==> config.mk <==
export PLATFORM = sky130hd
export DESIGN_NAME = ftp_ctrl
export DESIGN_NICKNAME = d
export VERILOG_FILES = /design/src/sv/ftp_pkg.sv /design/src/sv/ftp_ctrl.sv
export SDC_FILE = /design/constraint.sdc
export NUM_CORES = 1
export LEC_CHECK = 0
export BUFFER_PORTS_ARGS = -buffer_cell sky130_fd_sc_hd__buf_2
export CELL_PAD_IN_SITES_DETAIL_PLACEMENT = 0
export CELL_PAD_IN_SITES_GLOBAL_PLACEMENT = 1
export CORE_ASPECT_RATIO = 1.5
export CORE_MARGIN = 2
export CORE_UTILIZATION = 34
export DETAILED_ROUTE_END_ITERATION = 10
export MAX_ROUTING_LAYER = met4
export PLACE_DENSITY_LB_ADDON = 0.12
export REMOVE_ABC_BUFFERS = 1
export SKIP_CTS_REPAIR_TIMING = 1
export SYNTH_ARGS = -nofsm -noshare
export SYNTH_HDL_FRONTEND = slang
export SYNTH_SLANG_ARGS = --single-unit
export TNS_END_PERCENT = 50
==> constraint.sdc <==
create_clock -name clock -period 2.2 [get_ports clock]
set_input_delay 0.33 -clock clock [delete_from_list [all_inputs] [get_ports clock]]
set_output_delay 0.33 -clock clock [all_outputs]
set_load 0.05 [all_outputs]
==> src/sv/ftp_pkg.sv <==
// Package for the fading trail point buffer: register map, reset values,
// configuration bundle and the command and status bundles of the core.
`timescale 1ns / 1ps
package ftp_pkg;
   localparam int MAX_POINTS_DEF = 64;
   localparam int PADDR_W = 6;
   localparam int PDATA_W = 64;
   localparam int POS_W = 24;
   localparam int AGE_W = 16;
   localparam int LIMIT_W = 7;

   localparam logic [2:0] REG_FADE_RATE = 3'd0;
   localparam logic [2:0] REG_MIN_SEG = 3'd1;
   localparam logic [2:0] REG_MAX_SEG = 3'd2;
   localparam logic [2:0] REG_LIMIT = 3'd3;
   localparam logic [2:0] REG_OPACITY = 3'd4;

   localparam logic [15:0] FADE_RESET = 16'd256;
   localparam logic [6:0] LIMIT_RESET = 7'd64;
   localparam logic [7:0] OPACITY_RESET = 8'd255;
   localparam logic [AGE_W-1:0] AGE_FULL = 16'hFFFF;

   typedef struct packed {
      logic [15:0] fade_rate;
      logic [51:0] min_seg_sq;
      logic [51:0] max_seg_sq;
      logic [6:0] point_limit;
      logic [7:0] opacity;
   } cfg_type;

   typedef struct packed {
      logic load;
      logic delta;
      logic cmp_wr;
      logic set_count;
      logic dx_last;
      logic dx_prev;
      logic sq;
      logic sum_last;
      logic sum_prev;
      logic decide;
      logic idx_clr;
      logic mark;
      logic e_hold;
      logic e_out;
   } cmd_type;

   typedef struct packed {
      logic known;
      logic cnt_done;
      logic cnt_zero;
      logic cnt_gt1;
      logic cnt_lt2;
      logic app_ok;
      logic last_pair;
      logic out_free;
   } status_type;
endpackage

==> src/sv/ftp_ctrl.sv <==
// Sequencer of the trail buffer: fade and compaction, append check, segment output.
// Depends on ftp_pkg for the command and status bundles.
`timescale 1ns / 1ps
module ftp_ctrl
   import ftp_pkg::*;
(
   input  logic clock,
   input  logic reset,
   input  logic req_valid,
   output logic req_stall,
   input  status_type st,
   output cmd_type cmd
);
   localparam logic [4:0] S_IDLE = 5'd0;
   localparam logic [4:0] S_DELTA = 5'd1;
   localparam logic [4:0] S_CRD = 5'd2;
   localparam logic [4:0] S_CWR = 5'd3;
   localparam logic [4:0] S_APP = 5'd4;
   localparam logic [4:0] S_LA = 5'd5;
   localparam logic [4:0] S_LB = 5'd6;
   localparam logic [4:0] S_LC = 5'd7;
   localparam logic [4:0] S_PA = 5'd8;
   localparam logic [4:0] S_PB = 5'd9;
   localparam logic [4:0] S_PC = 5'd10;
   localparam logic [4:0] S_DEC = 5'd11;
   localparam logic [4:0] S_FIN = 5'd12;
   localparam logic [4:0] S_MARK = 5'd13;
   localparam logic [4:0] S_E0 = 5'd14;
   localparam logic [4:0] S_E0W = 5'd15;
   localparam logic [4:0] S_ERD = 5'd16;
   localparam logic [4:0] S_EOUT = 5'd17;

   logic [4:0] state_ff, state_in;

   assign req_stall = (state_ff != S_IDLE);

   always_ff @(posedge clock) begin
      if (reset) begin
         state_ff <= S_IDLE;
      end else begin
         state_ff <= state_in;
      end
   end

   always_comb begin
      cmd = '0;
      state_in = state_ff;
      unique case (state_ff)
         S_IDLE: begin
            if (req_valid) begin
               cmd.load = 1'b1;
               state_in = S_DELTA;
            end
         end
         S_DELTA: begin
            cmd.delta = 1'b1;
            state_in = st.known ? S_CRD : S_FIN;
         end
         S_CRD: begin
            if (st.cnt_done) begin
               cmd.set_count = 1'b1;
               state_in = S_APP;
            end else begin
               state_in = S_CWR;
            end
         end
         S_CWR: begin
            cmd.cmp_wr = 1'b1;
            state_in = S_CRD;
         end
         S_APP: begin
            if (!st.app_ok) begin
               state_in = S_FIN;
            end else if (st.cnt_zero) begin
               state_in = S_DEC;
            end else begin
               state_in = S_LA;
            end
         end
         S_LA: begin
            cmd.dx_last = 1'b1;
            state_in = S_LB;
         end
         S_LB: begin
            cmd.sq = 1'b1;
            state_in = S_LC;
         end
         S_LC: begin
            cmd.sum_last = 1'b1;
            state_in = st.cnt_gt1 ? S_PA : S_DEC;
         end
         S_PA: begin
            cmd.dx_prev = 1'b1;
            state_in = S_PB;
         end
         S_PB: begin
            cmd.sq = 1'b1;
            state_in = S_PC;
         end
         S_PC: begin
            cmd.sum_prev = 1'b1;
            state_in = S_DEC;
         end
         S_DEC: begin
            cmd.decide = 1'b1;
            state_in = S_FIN;
         end
         S_FIN: begin
            cmd.idx_clr = 1'b1;
            state_in = st.cnt_lt2 ? S_MARK : S_E0;
         end
         S_MARK: begin
            if (st.out_free) begin
               cmd.mark = 1'b1;
               state_in = S_IDLE;
            end
         end
         S_E0: begin
            state_in = S_E0W;
         end
         S_E0W: begin
            cmd.e_hold = 1'b1;
            state_in = S_ERD;
         end
         S_ERD: begin
            state_in = S_EOUT;
         end
         S_EOUT: begin
            if (st.out_free) begin
               cmd.e_out = 1'b1;
               state_in = st.last_pair ? S_IDLE : S_ERD;
            end
         end
         default: state_in = S_IDLE;
      endcase
   end
endmodule

======== Word-level counts from Yosys, hierarchy flattened ========
Cells that the tools add are included.
operators by class
  equality and inequality tests ........... 20
  mux-type cells .......................... 28
  reduce and logical (&&, ||, !) cells .... 4
operators by type and width
  cell                                                                   count
  5-bit case mux with 18 select lines                                    1
  5-bit by 4-bit equality test with 1-bit output, second input constant  8
  5-bit two-way mux                                                      5
  5-bit by 3-bit equality test with 1-bit output, second input constant  4
  1-bit two-way mux                                                      17
  5-bit by 2-bit equality test with 1-bit output, second input constant  2
  5-bit equality test, second input constant                             2
  4-bit two-way mux                                                      2
  2-bit inequality test, second input constant                           3
  5-bit by 1-bit equality test with 1-bit output, second input constant  1
  5-bit zero test                                                        1
  5-bit nonzero test                                                     1
  2-bit two-way mux                                                      2
  3-bit two-way mux                                                      1
  3-bit AND reduction                                                    1
  2-bit OR reduction                                                     1
storage, ports and cells
  logic and storage cells ................. 53
  register bits after elaboration ......... 5
  input bits .............................. 11
  output and inout bits ................... 15

======== Depth between registers and ports, before layout ========
  word-level depth ........................ 3
  mapped depth ............................ 6
  gate-level depth less buffers ........... 4

======== Worst setup path before layout ========
Ideal clock, no wire load.
  kind .................................... register to output
  start ................................... reg state_ff[0]
  end ..................................... out cmd[0] in the netlist's numbering
  setup slack ............................. -0.533 ns
  stages on the path, launching flop included .. 5
  path buffers ............................ 2
  arrival ................................. 2.403 ns
  data required time ...................... 1.870 ns
  cells stage by stage .................... dfxtp_1 > buf_2 > buf_1 > nand2_1 > nor4_1
RTL lines
  what                    line            RTL
  from (decl)             ftp_ctrl.sv:33  logic [4:0] state_ff, state_in;
  from (signal assigned)  ftp_ctrl.sv:41  state_ff <= state_in;
  to (decl)               ftp_ctrl.sv:12  output cmd_type cmd

==> metrics.txt <==
DR WL/cell 14.1 µm; synthesized area around 670 µm²; final core utilization ~45%; max-cap viol count 0; status completed; mean post-synth cell area roughly 6.7 µm²; Post-synth EDFFs 0; commonest non-fill, non-tap cell in the layout buf_2; Max rail drop VDD ~0.98 mV; Final ANT Viol Nets 0; Synth Area in Simple Gates 45.1%; critical path's slowest cell dfxtp_1; fin nets 136; sequential area share after synthesis approximately 15%; Fillers 200; CP Max Fanout 15; worst r2r src state_ff[3]$_SDFFE_PP0P_; largest register by flop count state_ff; crit path time final 2000 ps; slew margin rel. 65.0%; reg2reg setup slack around 500 ps; num rows 19; Power, Total 1.02 mW; Hold Path Sink state_ff[1]$_SDFFE_PP0P_; design area between 800 and 900 µm²; all-layer global routing usage 20.1%; Final Hold Viols 0; fin crit share 90.8%; # H-tree levels 1; most frequent cells in the layout 25 x buf_2, 12 x nand2_1, 9 x nor3_1; P&R area growth vs syn 23.1%; synth unique cells 39; Initial Util 36.4%; Top-Level Pins 26; FF+latch count, synth 5; Startpoint Class flip-flop; mux cell area share after synthesis 3.01%; first-pass GRT wire length 3.28 mm; DPL Wire Length 1.57 mm; layout cells sized above 1 29.8%; Lkg Pwr 0.362 nW; CTS clk-pin slew, worst paths around 50 ps; Hold Crit Depth 2; Critical Path Start state_ff[3]$_SDFFE_PP0P_; Clock Latency Late Sink 250 ps; Reg2Reg Depth 4; CP arrival 1670 ps; Max Root-Sink Buffers 2; XOR/XNOR Fraction of Synth Area 0%; worst clock skew 6.86 ps; PortBufs 25; Synth Area in Compound Gates between 20% and 30%; worst hold start reset; worst hold path type input port to flip-flop; post-synthesis adder-cell area fraction 1.50%; RSZ-0062 raised after global routing no; GPL Wtd Cong 0.770; PwrDens 1250 nW/µm²; dpl cell area just under 800 µm²; asr flop ratio synth 0%; largest family of logic cells by synthesized area simple AND/OR/NAND/NOR gates; DR iter-0 viols 23; initial antenna violation count 0; Worst R2R End state_ff[4]$_SDFFE_PP0P_; number of global-route vias before repair 699; Antenna diodes 0; final wirelength 2.05 mm; routed via count 792; Sequential Area 100 µm²; Setup-failing EPs final 0; max reg flops 5; gr ovfl total 0; First-pass DRT Iterations 4; Worst path max stage delay between 600 and 700 ps; Die H 58.2 µm; Crit path required time around 1900 ps; yosys warns 0; Fmax 500 MHz; DIE WIDTH 40.1 µm; area of the multi-input gates 493 µm²; Pins Over Slew Limit 0; CP Capture Type primary output; CTS tree built; Sink Count 5; Tightest Pin Transition 524 ps; DRC violations left 0; Core ar. 1830 µm²; cell count after synthesis 100; Crit Path Category flip-flop to primary output; root buf cell clkbuf_4; Critical Path, Cell by Cell nand2_1 > nor3_1 > a31oi_1 > nor2_1 > buf_2; ys flop type dfxtp_1; Largest regs state_ff (5); largest net degree at the start of global routing 18; TritonCTS Buffers 3; die area 2330 µm²; vias per inst about 5.5
-- synth_stat cells (2+ instances only) --
master,instances,area (µm²)
dfxtp_1,5,100
a21oi_1,6,30.0
nor2_1,8,30.0
o22ai_1,2,12.5
inv_1,3,11.3
nor3b_1,2,15.0
and3_1,2,12.5
buf_2,4,20.0
o21ai_0,4,20.0
nand3_1,3,15.0
nand3b_1,2,15.0
a31oi_1,2,12.5
mux2i_1,2,20.0
nand2b_1,6,37.5
nor3_1,9,45.0
a211oi_1,3,22.5
buf_6,2,22.5
nor2b_1,2,12.5
nand2_1,12,45.0
clkbuf_1,2,7.51
-- critical path: cells and delay by family (launching register included) --
family / cells / cell delay (ps)
AOI/OAI and AO/OA: 1 / 60
and+or+nand+nor: 3 / 450
DFF: 1 / 640
buffers and inverters: 1 / 270
-- power by group --
part	internal (mW)	leakage [nW]	total [mW]	switching (mW)
sequential	0.119	0.0408	0.204	0.0846
combinational	0.229	0.306	0.711	0.482
clock	0.0686	0.0150	0.107	0.0384
-- cells by family after synthesis --
kind of cell / Yosys count
buffers and inverters: 13
and+or+nand+nor: 54
AOI/OAI and AO/OA: 25
DFF: 5
muxes: 2
adders and majority gates: 1
-- worst max path at each step --
stage,to,slack (ps),depth (start not counted)
2_1_floorplan,cmd[0],-400,2
3_5_place_dp,cmd[7],490,5
6_report,cmd[7],200,5
5_1_grt,cmd[4],90,4
3_3_place_gp,cmd[7],500,5
4_1_cts,cmd[7],220,5
-- stage by stage --
stage          hold slack [ps]  std cells  setup TNS, ps  worst slack (ps)
3_3_place_gp               574        141              0               502
5_1_grt                    341        145              0              87.3
3_5_place_dp               575        141              0               489
2_1_floorplan              399         90           -558              -404
4_1_cts                    319        145              0               223
6_report                   324        145              0               202
-- layout make-up --
class                           count  share of cell area (%)
Timing Repair Buffer               30                    19.8
Inverter                            3                    1.37
Tap cell                           21                    3.21
Clock buffer                        4                    3.21
Sequential cell                     5                    12.2
Multi-Input combinational cell     82                    60.2
-- metal layers --
metal	vias to the layer above	share of wire (%)	routed length (µm)	global-route usage [%]
li1	415	-	-	-
met4	0	0.88	18	4.43
met3	2	3.3	67	2.30
met1	356	47	965	26.6
met2	19	49	995	31.8
met5	-	0	0	-
Note: power is estimated with default switching activity, not from simulation.
