### src/sv/ftp_pkg.sv
// Package for the fading trail point buffer: register map, reset values,
// configuration bundle and the command and status bundles of the core.
`timescale 1ns / 1ps
package ftp_pkg;
   localparam int MAX_POINTS_DEF = 64;
   localparam int PADDR_W = 6;
   localparam int PDATA_W = 64;
   localparam int POS_W = 24;
   localparam int AGE_W = 16;
   localparam int LIMIT_W = 7;

   localparam logic [2:0] REG_FADE_RATE = 3'd0;
   localparam logic [2:0] REG_MIN_SEG = 3'd1;
   localparam logic [2:0] REG_MAX_SEG = 3'd2;
   localparam logic [2:0] REG_LIMIT = 3'd3;
   localparam logic [2:0] REG_OPACITY = 3'd4;

   localparam logic [15:0] FADE_RESET = 16'd256;
   localparam logic [6:0] LIMIT_RESET = 7'd64;
   localparam logic [7:0] OPACITY_RESET = 8'd255;
   localparam logic [AGE_W-1:0] AGE_FULL = 16'hFFFF;

   typedef struct packed {
      logic [15:0] fade_rate;
      logic [51:0] min_seg_sq;
      logic [51:0] max_seg_sq;
      logic [6:0] point_limit;
      logic [7:0] opacity;
   } cfg_type;

   typedef struct packed {
      logic load;
      logic delta;
      logic cmp_wr;
      logic set_count;
      logic dx_last;
      logic dx_prev;
      logic sq;
      logic sum_last;
      logic sum_prev;
      logic decide;
      logic idx_clr;
      logic mark;
      logic e_hold;
      logic e_out;
   } cmd_type;

   typedef struct packed {
      logic known;
      logic cnt_done;
      logic cnt_zero;
      logic cnt_gt1;
      logic cnt_lt2;
      logic app_ok;
      logic last_pair;
      logic out_free;
   } status_type;
endpackage

### src/sv/ftp_regs.sv
// Configuration registers behind the APB-style port.
// Depends on ftp_pkg for the register map and reset values.
`timescale 1ns / 1ps
module ftp_regs
   import ftp_pkg::*;
(
   input  logic clock,
   input  logic reset,
   input  logic psel,
   input  logic penable,
   input  logic pwrite,
   input  logic [PADDR_W-1:0] paddr,
   input  logic [PDATA_W-1:0] pwdata,
   output logic [PDATA_W-1:0] prdata,
   output cfg_type cfg
);
   cfg_type cfg_ff;
   logic wr_en;
   logic [2:0] reg_sel;

   assign reg_sel = paddr[5:3];
   assign wr_en = psel & penable & pwrite;
   assign cfg = cfg_ff;

   always_ff @(posedge clock) begin
      if (reset) begin
         cfg_ff.fade_rate <= FADE_RESET;
         cfg_ff.min_seg_sq <= '0;
         cfg_ff.max_seg_sq <= '0;
         cfg_ff.point_limit <= LIMIT_RESET;
         cfg_ff.opacity <= OPACITY_RESET;
      end else if (wr_en) begin
         unique case (reg_sel)
            REG_FADE_RATE: cfg_ff.fade_rate <= pwdata[15:0];
            REG_MIN_SEG: cfg_ff.min_seg_sq <= pwdata[51:0];
            REG_MAX_SEG: cfg_ff.max_seg_sq <= pwdata[51:0];
            REG_LIMIT: cfg_ff.point_limit <= pwdata[6:0];
            REG_OPACITY: cfg_ff.opacity <= pwdata[7:0];
            default: ;
         endcase
      end
   end

   always_comb begin
      unique case (reg_sel)
         REG_FADE_RATE: prdata = {48'd0, cfg_ff.fade_rate};
         REG_MIN_SEG: prdata = {12'd0, cfg_ff.min_seg_sq};
         REG_MAX_SEG: prdata = {12'd0, cfg_ff.max_seg_sq};
         REG_LIMIT: prdata = {57'd0, cfg_ff.point_limit};
         REG_OPACITY: prdata = {56'd0, cfg_ff.opacity};
         default: prdata = '0;
      endcase
   end
endmodule

### config.mk
export PLATFORM = sky130hd
export DESIGN_NAME = ftp_regs
export DESIGN_NICKNAME = d
export VERILOG_FILES = /design/src/sv/ftp_pkg.sv /design/src/sv/ftp_regs.sv
export SDC_FILE = /design/constraint.sdc
export NUM_CORES = 1
export LEC_CHECK = 0
export ABC_AREA = 1
export BUFFER_PORTS_ARGS = -buffer_cell sky130_fd_sc_hd__buf_2
export CORE_UTILIZATION = 25
export DETAILED_ROUTE_END_ITERATION = 16
export GPL_TIMING_DRIVEN = 0
export HOLD_SLACK_MARGIN = 0.02
export PLACE_DENSITY = 0.54
export SLEW_MARGIN = 10
export SYNTH_ARGS = -nofsm -noshare
export SYNTH_HDL_FRONTEND = slang
export SYNTH_SLANG_ARGS = --single-unit
### constraint.sdc
create_clock -name clock -period 1 [get_ports clock]
set_input_delay 0.1 -clock clock [delete_from_list [all_inputs] [get_ports clock]]
set_output_delay 0.1 -clock clock [all_outputs]
set_load 0.01 [all_outputs]
# After elaboration in Yosys (flattened, before gate mapping)
# Index checks and enable logic that the tools add are counted.
# op_classes
reduce_logical	6
muxes	1
eq_ne	4
bitwise_logic	2
# ops
operator	count
one-hot mux 52 bit (5 select lines)	1
AND reduction 2 bit	5
equality test 3 x 2 -> 1 bit, second input constant	2
equality test 3 x 1 -> 1 bit, second input constant	1
equality test 3 bit, second input constant	1
zero test 3 bit	1
bitwise AND 1 bit	2
# word_totals
reg_bits	135

# Longest topological paths before layout
# Gate-level depths: netlist of run 1.
# depth
word_depth	3
depth_mapped	9
ltp_nobuf	7

# Least setup slack after synthesis of run 1
# Ideal clock, no wire load.
# synth_path
kind	input-to-output
startpoint	in paddr[5]
endpoint	out prdata[16]
arrival_time_ns	1.009
path_buffers	3
cell_stages	8
path_slack_ns	-0.109
required_time_ns	0.900
path_cell_list	buf_4 > inv_4 > nand2_1 > nor2_2 > buf_4 > buf_4 > nand2_1 > nand2_1
# synth_via
elab_chain_cells	2
elab_cells_between_ends	6
# synth_rtl
item	line	text
from (decl)	ftp_regs.sv:12	input logic [PADDR_W-1:0] paddr,
equality test 3 bit (tied with other cells)	ftp_regs.sv:45	unique case (reg_sel)
one-hot mux 52 bit (5 select lines) (*)	ftp_regs.sv:45	
to (decl)	ftp_regs.sv:14	output logic [PDATA_W-1:0] prdata,
# Every way passes the cells marked *; elsewhere a longest branch is shown, timed or not.

# Worst setup path in the final report of run 1
# layout_path
startpoint	reg cfg_ff (netlist bit cfg[11])
endpoint	out prdata[3]
# layout_via
elab_chain_cells	1
# layout_rtl
item	line	text
from (decl)	ftp_regs.sv:17	cfg_type cfg_ff;
one-hot mux 52 bit (5 select lines)	ftp_regs.sv:45	
# Every way passes these cells.

==> out/summary.md, run 1 <==
## Route
• routed wire length per instance: 16.1 µm
• router iterations before antenna repair: 5
• drt total wl: 28300 µm
• Via density: 4.51
• DRC Markers: 0
• residual antenna-violating net count after detailed routing: 0
• routed vias: 7929
• violation count after the first detailed-routing iteration: 399

## Status
• run status: finished, violations left
• violations in the final reports: negative setup slack

## Clock tree
• clock sink count: 135
• CTS clock-pin slew for the worst setup and hold paths: 0.07 ns
• CTS tree: done
• H-tree level count: 4
• number of buffers created by CTS: 17
• clock latency of the later-clocked register in the worst-skew pair: 0.41 ns
• root buffer cell: sky130_fd_sc_hd__clkbuf_16
• CTS max path bufs: 2

## GRT
• vias in the first global route: 7334
• initial antenna violation count: 0
• wire length of the first global-routing pass: 42000 µm
• pin count of the biggest net entering global routing: 17
• GRT Util Overall: 20.7%
• GRT Residual Overflow: 0

## Cells and area
• # diodes: 0
• Area growth, synth to finish: 81.4%
• register area: 2980 µm²
• number of fill cells: 2507
• share of layout cells above drive strength 1: 46.3%
• multi-input combinational cell area: 3570 µm²
• flip-flop count of the largest register, all copies and words added: 135
• Post-Layout Cell Count: 1757
• final instance area: 11900 µm²
• Nets: 1491

## Timing
• maximum clock rate: 712 MHz
• post-layout min period: 1.40 ns
• max-slew violation total from the final report: 0
• Worst slew margin: 55.8%
• number of failing hold endpoints at the final stage: 0
• hold slack: 0.0275 ns
• Least-Margin Pin Slew: 0.663 ns
• worst setup slack after layout: -0.404 ns
• number of endpoints failing setup at the final stage: 81
• setup repair after global routing missed its margin: yes
• clock skew: 0 ns
• final clock period utilization by the worst path: 140%

## Pwr
• leakage: 5.95 nW
• net switching power: 3.58 mW
• peak ir drop on the vdd network: 0.000934 V
• P per Cell Area: 1170 nW/µm²
• Sw Share: 25.7%
• relative contribution of combinational cells to total power: 12.7%
• fraction of power consumed by the clock network: 48.4%
• internal power of the cells: 10.4 mW
• sequential power share: 38.9%
• total power consumption of the routed design: 14.0 mW

## Critical path
• worst-path maximum fanout: 2
• Worst EP required: 0.90 ns
• Reg2Reg Capture Point: cfg[122]
• critical path's largest stage delay: 0.33 ns
• Critical Path Source Type: register
• Crit path top cell by count: sky130_fd_sc_hd__nand2_1
• CP Data Arrival Time: 1.30 ns
• standard cell with the maximum stage delay on the critical path: sky130_fd_sc_hd__dfxtp_2
• reg-to-reg critical path startpoint: cfg[122]
• startpoint-to-endpoint class of the critical path: reg -> out
• critical path cell sequence: nand4_1 > nand2_1 > nor2_2 > nand2_1 > buf_2
• depth of the most critical reg-to-reg path: 4
• kind of end point of the critical path: primary output
• r2r setup slk: 0.18 ns

## Yosys
• most frequently used cell type in the post-synthesis netlist: sky130_fd_sc_hd__nand2_1
• top cell type by total area after synthesis: sky130_fd_sc_hd__dfxtp_1
• mean instance size in the synthesized netlist: 6.32 µm²
• Commonest cells post-synth: 324 x sky130_fd_sc_hd__nand2_1, 260 x sky130_fd_sc_hd__nor2_1, 149 x sky130_fd_sc_hd__nand3_1, 135 x sky130_fd_sc_hd__dfxtp_1, 61 x sky130_fd_sc_hd__inv_1
• count of mapped cells out of synthesis: 1041
• number of enable flip-flop cells after synthesis: 0
• number of distinct library cells after synthesis: 19
• main area contributors after synthesis: sky130_fd_sc_hd__dfxtp_1 41%, sky130_fd_sc_hd__nand2_1 18%, sky130_fd_sc_hd__nor2_1 15%
• top cell type's share of synthesized area: 41.1%
• flip-flop and latch count after synthesis: 135
• sequential area share after synthesis: 41.1%
• Most used DFF post-synth: sky130_fd_sc_hd__dfxtp_1
• yosys warns: 0
• Async S/R FF share, synth: 0%
• Mapped Area: 6580 µm²

## Floorplanning
• chip height: 164 µm
• area of the die: 27000 µm²
• number of rows in the core area: 58
• floorplan core area: 25500 µm²
• initial core utilization: 25.8%
• die width: 164 µm
• count of boundary I/O pins: 274

## Min path
• origin of the worst min-delay path: pwdata[11]
• Min-Delay Path Class: in -> reg
• hold-critical path endpoint: cfg[78]
• number of instances on the worst hold path: 5

## Run
• max-capacitance violation count: 0

## Placement
• dpl cells: 1626
• routability-driven placement congestion ratio: 0.822
• DP Worst Slack: -0.843 ns
• Post-DP Area: 8420 µm²
• number of input and output port buffers inserted: 244
• half-perimeter wire length after detailed placement: 19000 µm

## cell type report
cell class	count	share of cell area (%)
well taps	330	3.46
plain buffers	79	5.86
multi-input cells	771	29.9
flip-flops and latches	135	25.0
inverters	65	2.19
clock inverters	12	1.49
clock buffers	18	3.68
repair buffers	347	28.4
## metal layers
layer / GRT usage (%) / up-vias / wire (µm)
li1: - / 3948 / -
met1: 27.0 / 3672 / 12300
met2: 34.7 / 276 / 13900
met3: 3.18 / 33 / 1510
met4: 6.44 / 0 / 595
met5: 0 / - / 0
## power groups by stage
| stage | registers (mW) | logic, mW | clock network, mW |
|---|---|---|---|
| 2_1_floorplan | 5.65 | 0.741 | 0 |
| 3_3_place_gp | 5.63 | 1.28 | 0 |
| 3_5_place_dp | 5.63 | 1.28 | 0 |
| 4_1_cts | 5.47 | 1.74 | 6.85 |
| 5_1_grt | 5.44 | 1.92 | 7.08 |
| 6_report | 5.43 | 1.77 | 6.76 |
## placed cells by master (no fill, tap or decap), drive strengths merged
cell / instances
buf: 379
nand2: 324
nor2: 268
nand3: 153
dfxtp: 135
inv: 65
dlygate4sd3: 34
clkbuf: 31
nand4: 12
conb: 12
clkinv: 7
bufinv: 4
o21ai: 2
clkinvlp: 1
## cells by family (layout without fill, tap and decap cells)
| family | count (synthesis) | after routing | synth area share (%) |
|---|---|---|---|
| AO/OA/AOI/OAI | 2 | 2 | 0.152 |
| buffers and inverters | 146 | 521 | 11.1 |
| other | 1 | 12 | 0.0570 |
| AND/OR/NAND/NOR | 757 | 757 | 47.6 |
| flip-flops | 135 | 135 | 41.1 |
## worst max-delay path: cells and delay by family (launching register included)
kind	cells	cell delay (ns)
flops	1	0.33
simple gates	4	0.41
buf+inv	1	0.14
## timing repair
item,4_1_cts,5_1_grt
setup endpoints to repair,237,292
pin swaps,50,28
endpoints found under the hold margin,53,0
hold buffers,34,0
buffers inserted,50,32
gates cloned,5,1
gates resized for setup,455,118
## worst max-delay path by stage
stage,slack [ns],endpoint,cells after the start,start
6_report,-0.40,prdata[3],5,cfg[11]
2_1_floorplan,0.003,cfg[25],9,paddr[5]
3_3_place_gp,-0.85,cfg[2],5,reset
5_1_grt,-0.47,prdata[3],5,cfg[11]
4_1_cts,-0.39,prdata[6],5,cfg[73]
3_5_place_dp,-0.84,cfg[2],5,reset
## per-stage QoR
step / util, % / TNS, ns
2_1_floorplan: - / 0
3_3_place_gp: 33.1 / -92.53
3_5_place_dp: 33.1 / -93.32
4_1_cts: 45.2 / -13.44
5_1_grt: 46.8 / -16.84
6_report: 46.8 / -11.24
Power figures use the tool's default switching activity.
==> inputs of run 2 (changes only) <==
--- a/config.mk
+++ b/config.mk
@@ -11,7 +11,7 @@
 export DETAILED_ROUTE_END_ITERATION = 16
 export GPL_TIMING_DRIVEN = 0
 export HOLD_SLACK_MARGIN = 0.02
-export PLACE_DENSITY = 0.54
+export PLACE_DENSITY = 0.52
 export SLEW_MARGIN = 10
 export SYNTH_ARGS = -nofsm -noshare
 export SYNTH_HDL_FRONTEND = slang
==> constraint.sdc (replaced) <==
create_clock -name clock -period 1.55 [get_ports clock]
set_input_delay 0.155 -clock clock [delete_from_list [all_inputs] [get_ports clock]]
set_output_delay 0.155 -clock clock [all_outputs]
set_load 0.01 [all_outputs]
==> run 2 against run 1 <==
The run now ends clean; design area fell by 24%; total power fell by 37%; global-route usage fell by 1.8 points; largest power group unchanged.
==> out/summary.md, run 2 (synthesis gave the netlist of run 1 again) <==
## Status
• run status: finished clean

## Critical path
• CP top delay family: buffers and inverters
• Critical Path Source Type: primary input
• Crit path top cell by count: sky130_fd_sc_hd__nand2_1
• number of buffer and inverter instances along the worst setup path: 5
• stages on the worst setup path: 9
• depth of the most critical reg-to-reg path: 2
• worst-path maximum fanout: 10
• startpoint-to-endpoint class of the critical path: in -> out
• critical path startpoint: paddr[5]
• critical path cell sequence: buf_4 > inv_6 > nand2_1 > nor2_2 > buf_6 > buf_6 > nand2_1 > nand2_1 > buf_2
• reg-to-reg critical path startpoint: cfg[17]
• Reg2Reg Capture Point: cfg[17]
• kind of end point of the critical path: primary output
• r2r setup slk: 0.92 ns
• critical path's largest stage delay: 0.20 ns
• CP Data Arrival Time: 1.34 ns
• standard cell with the maximum stage delay on the critical path: sky130_fd_sc_hd__buf_6
• Worst EP required: 1.39 ns
• capturing element of the worst setup path: prdata[3]

## Timing
• Setup TNS: 0 ns
• post-layout min period: 1.50 ns
• max-slew violation total from the final report: 0
• final clock period utilization by the worst path: 96.8%
• Least-Margin Pin Slew: 0.680 ns
• maximum clock rate: 667 MHz
• worst setup slack after layout: 0.0502 ns
• clock skew: 0 ns
• number of failing hold endpoints at the final stage: 0
• number of endpoints failing setup at the final stage: 0
• hold slack: 0.0561 ns
• Worst slew margin: 54.7%

## Placement
• half-perimeter wire length after detailed placement: 18900 µm
• number of input and output port buffers inserted: 244
• routability-driven placement congestion ratio: 0.828
• Post-DP Area: 8250 µm²
• DP Worst Slack: -0.277 ns

## Cells and area
• commonest non-fill, non-tap cells in the layout: 323 x sky130_fd_sc_hd__nand2_1, 269 x sky130_fd_sc_hd__buf_2, 259 x sky130_fd_sc_hd__nor2_1
• flip-flop count of the largest register, all copies and words added: 135
• Area growth, synth to finish: 38.7%
• share of layout cells above drive strength 1: 27.3%
• Nets: 1409
• final instance area: 9120 µm²
• most frequent standard cell in the layout excluding fill and tap cells: sky130_fd_sc_hd__nand2_1
• # diodes: 0

## Route
• Detail Route met3 WL: 1410 µm
• routed wire length per instance: 15.2 µm
• drt total wl: 25500 µm
• DRC Markers: 0
• residual antenna-violating net count after detailed routing: 0
• routed vias: 7328
• Via density: 4.37
• routed wire length on met2: 12000 µm
• Routed met1 length: 11800 µm
• router iterations before antenna repair: 6
• highest metal layer used by the detailed router: met4
• violation count after the first detailed-routing iteration: 407

## GRT
• GRT Util Overall: 18.8%
• wire length of the first global-routing pass: 38000 µm
• initial antenna violation count: 0
• vias in the first global route: 6652
• pin count of the biggest net entering global routing: 17
• GRT Residual Overflow: 0

## Pwr
• leakage: 4.89 nW
• peak ir drop on the vdd network: 0.000459 V
• P per Cell Area: 960 nW/µm²
• total power consumption of the routed design: 8.76 mW

## Floorplanning
• initial core utilization: 25.8%
• die width: 164 µm
• chip height: 164 µm
• count of boundary I/O pins: 274
• number of rows in the core area: 58
• floorplan core area: 25500 µm²
• area of the die: 27000 µm²

## Min path
• Min-Delay Path Class: in -> reg

## Clock tree
• H-tree level count: 4
• number of buffers created by CTS: 17
• CTS tree: done
• clock sink count: 135
• clock latency of the later-clocked register in the worst-skew pair: 0.41 ns
• CTS max path bufs: 2
• CTS clock-pin slew for the worst setup and hold paths: 0.06 ns
• root buffer cell: sky130_fd_sc_hd__clkbuf_16

## Run
• max-capacitance violation count: 0

-- run 2: cell type report --
| cell class | count | area (µm²) |
|---|---|---|
| buffer | 81 | 536 |
| clock buffer | 19 | 443 |
| clock inverter | 12 | 176 |
| fill | 2854 | 16400 |
| inverter | 65 | 249 |
| multi-input combinational | 771 | 3200 |
| sequential | 135 | 2700 |
| tap | 330 | 413 |
| timing repair buffer | 263 | 1400 |
-- run 2: tightest hold or removal path, stage by stage --
cell,delay [ns]
sky130_fd_sc_hd__buf_2,0.08
sky130_fd_sc_hd__inv_1,0.04
sky130_fd_sc_hd__nand3_1,0.07
sky130_fd_sc_hd__nand2_1,0.05
sky130_fd_sc_hd__nor2_1,0.06
-- run 2: report_power, final --
group | total, mW | switching (mW) | internal (mW)
Sequential | 3.55 | 0.0389 | 3.52
Clock | 4.36 | 1.63 | 2.73
Combinational | 0.849 | 0.541 | 0.308
Total | 8.76 | 2.21 | 6.55
-- run 2: how the worst min path moves through the flow --
stage	startpoint	slack, ns	cells after the start	end
finish	pwdata[42]	0.06	5	cfg[57]
floorplan	pwdata[0]	0.28	2	cfg[0]
global placement	pwdata[4]	0.38	3	cfg[4]
CTS	pwdata[32]	0.05	5	cfg[47]
global route	pwdata[25]	0.07	5	cfg[92]
detailed placement	pwdata[2]	0.39	3	cfg[2]
-- run 2: per-layer routing --
| metal | track usage (%) | up-vias |
|---|---|---|
| met5 | 0 | - |
| met4 | 4.88 | 0 |
| met3 | 3.31 | 23 |
| met2 | 31.6 | 231 |
| met1 | 24.7 | 3315 |
| li1 | - | 3759 |
-- run 2: through the flow --
step / util, % / std cells
finish: 35.8 / 1676
global route: 35.8 / 1676
floorplan: - / 1052
CTS: 35.7 / 1674
detailed placement: 32.4 / 1626
global placement: 32.4 / 1626
-- run 2: repair_timing --
item / 4_1_cts / 5_1_grt
endpoints found under the setup margin: 49 / 43
cloned: 0 / 0
resized for setup: 15 / 11
endpoints found under the hold margin: 10 / 0
pin swaps: 1 / 1
buffers inserted: 8 / 2
hold buffers: 9 / 0
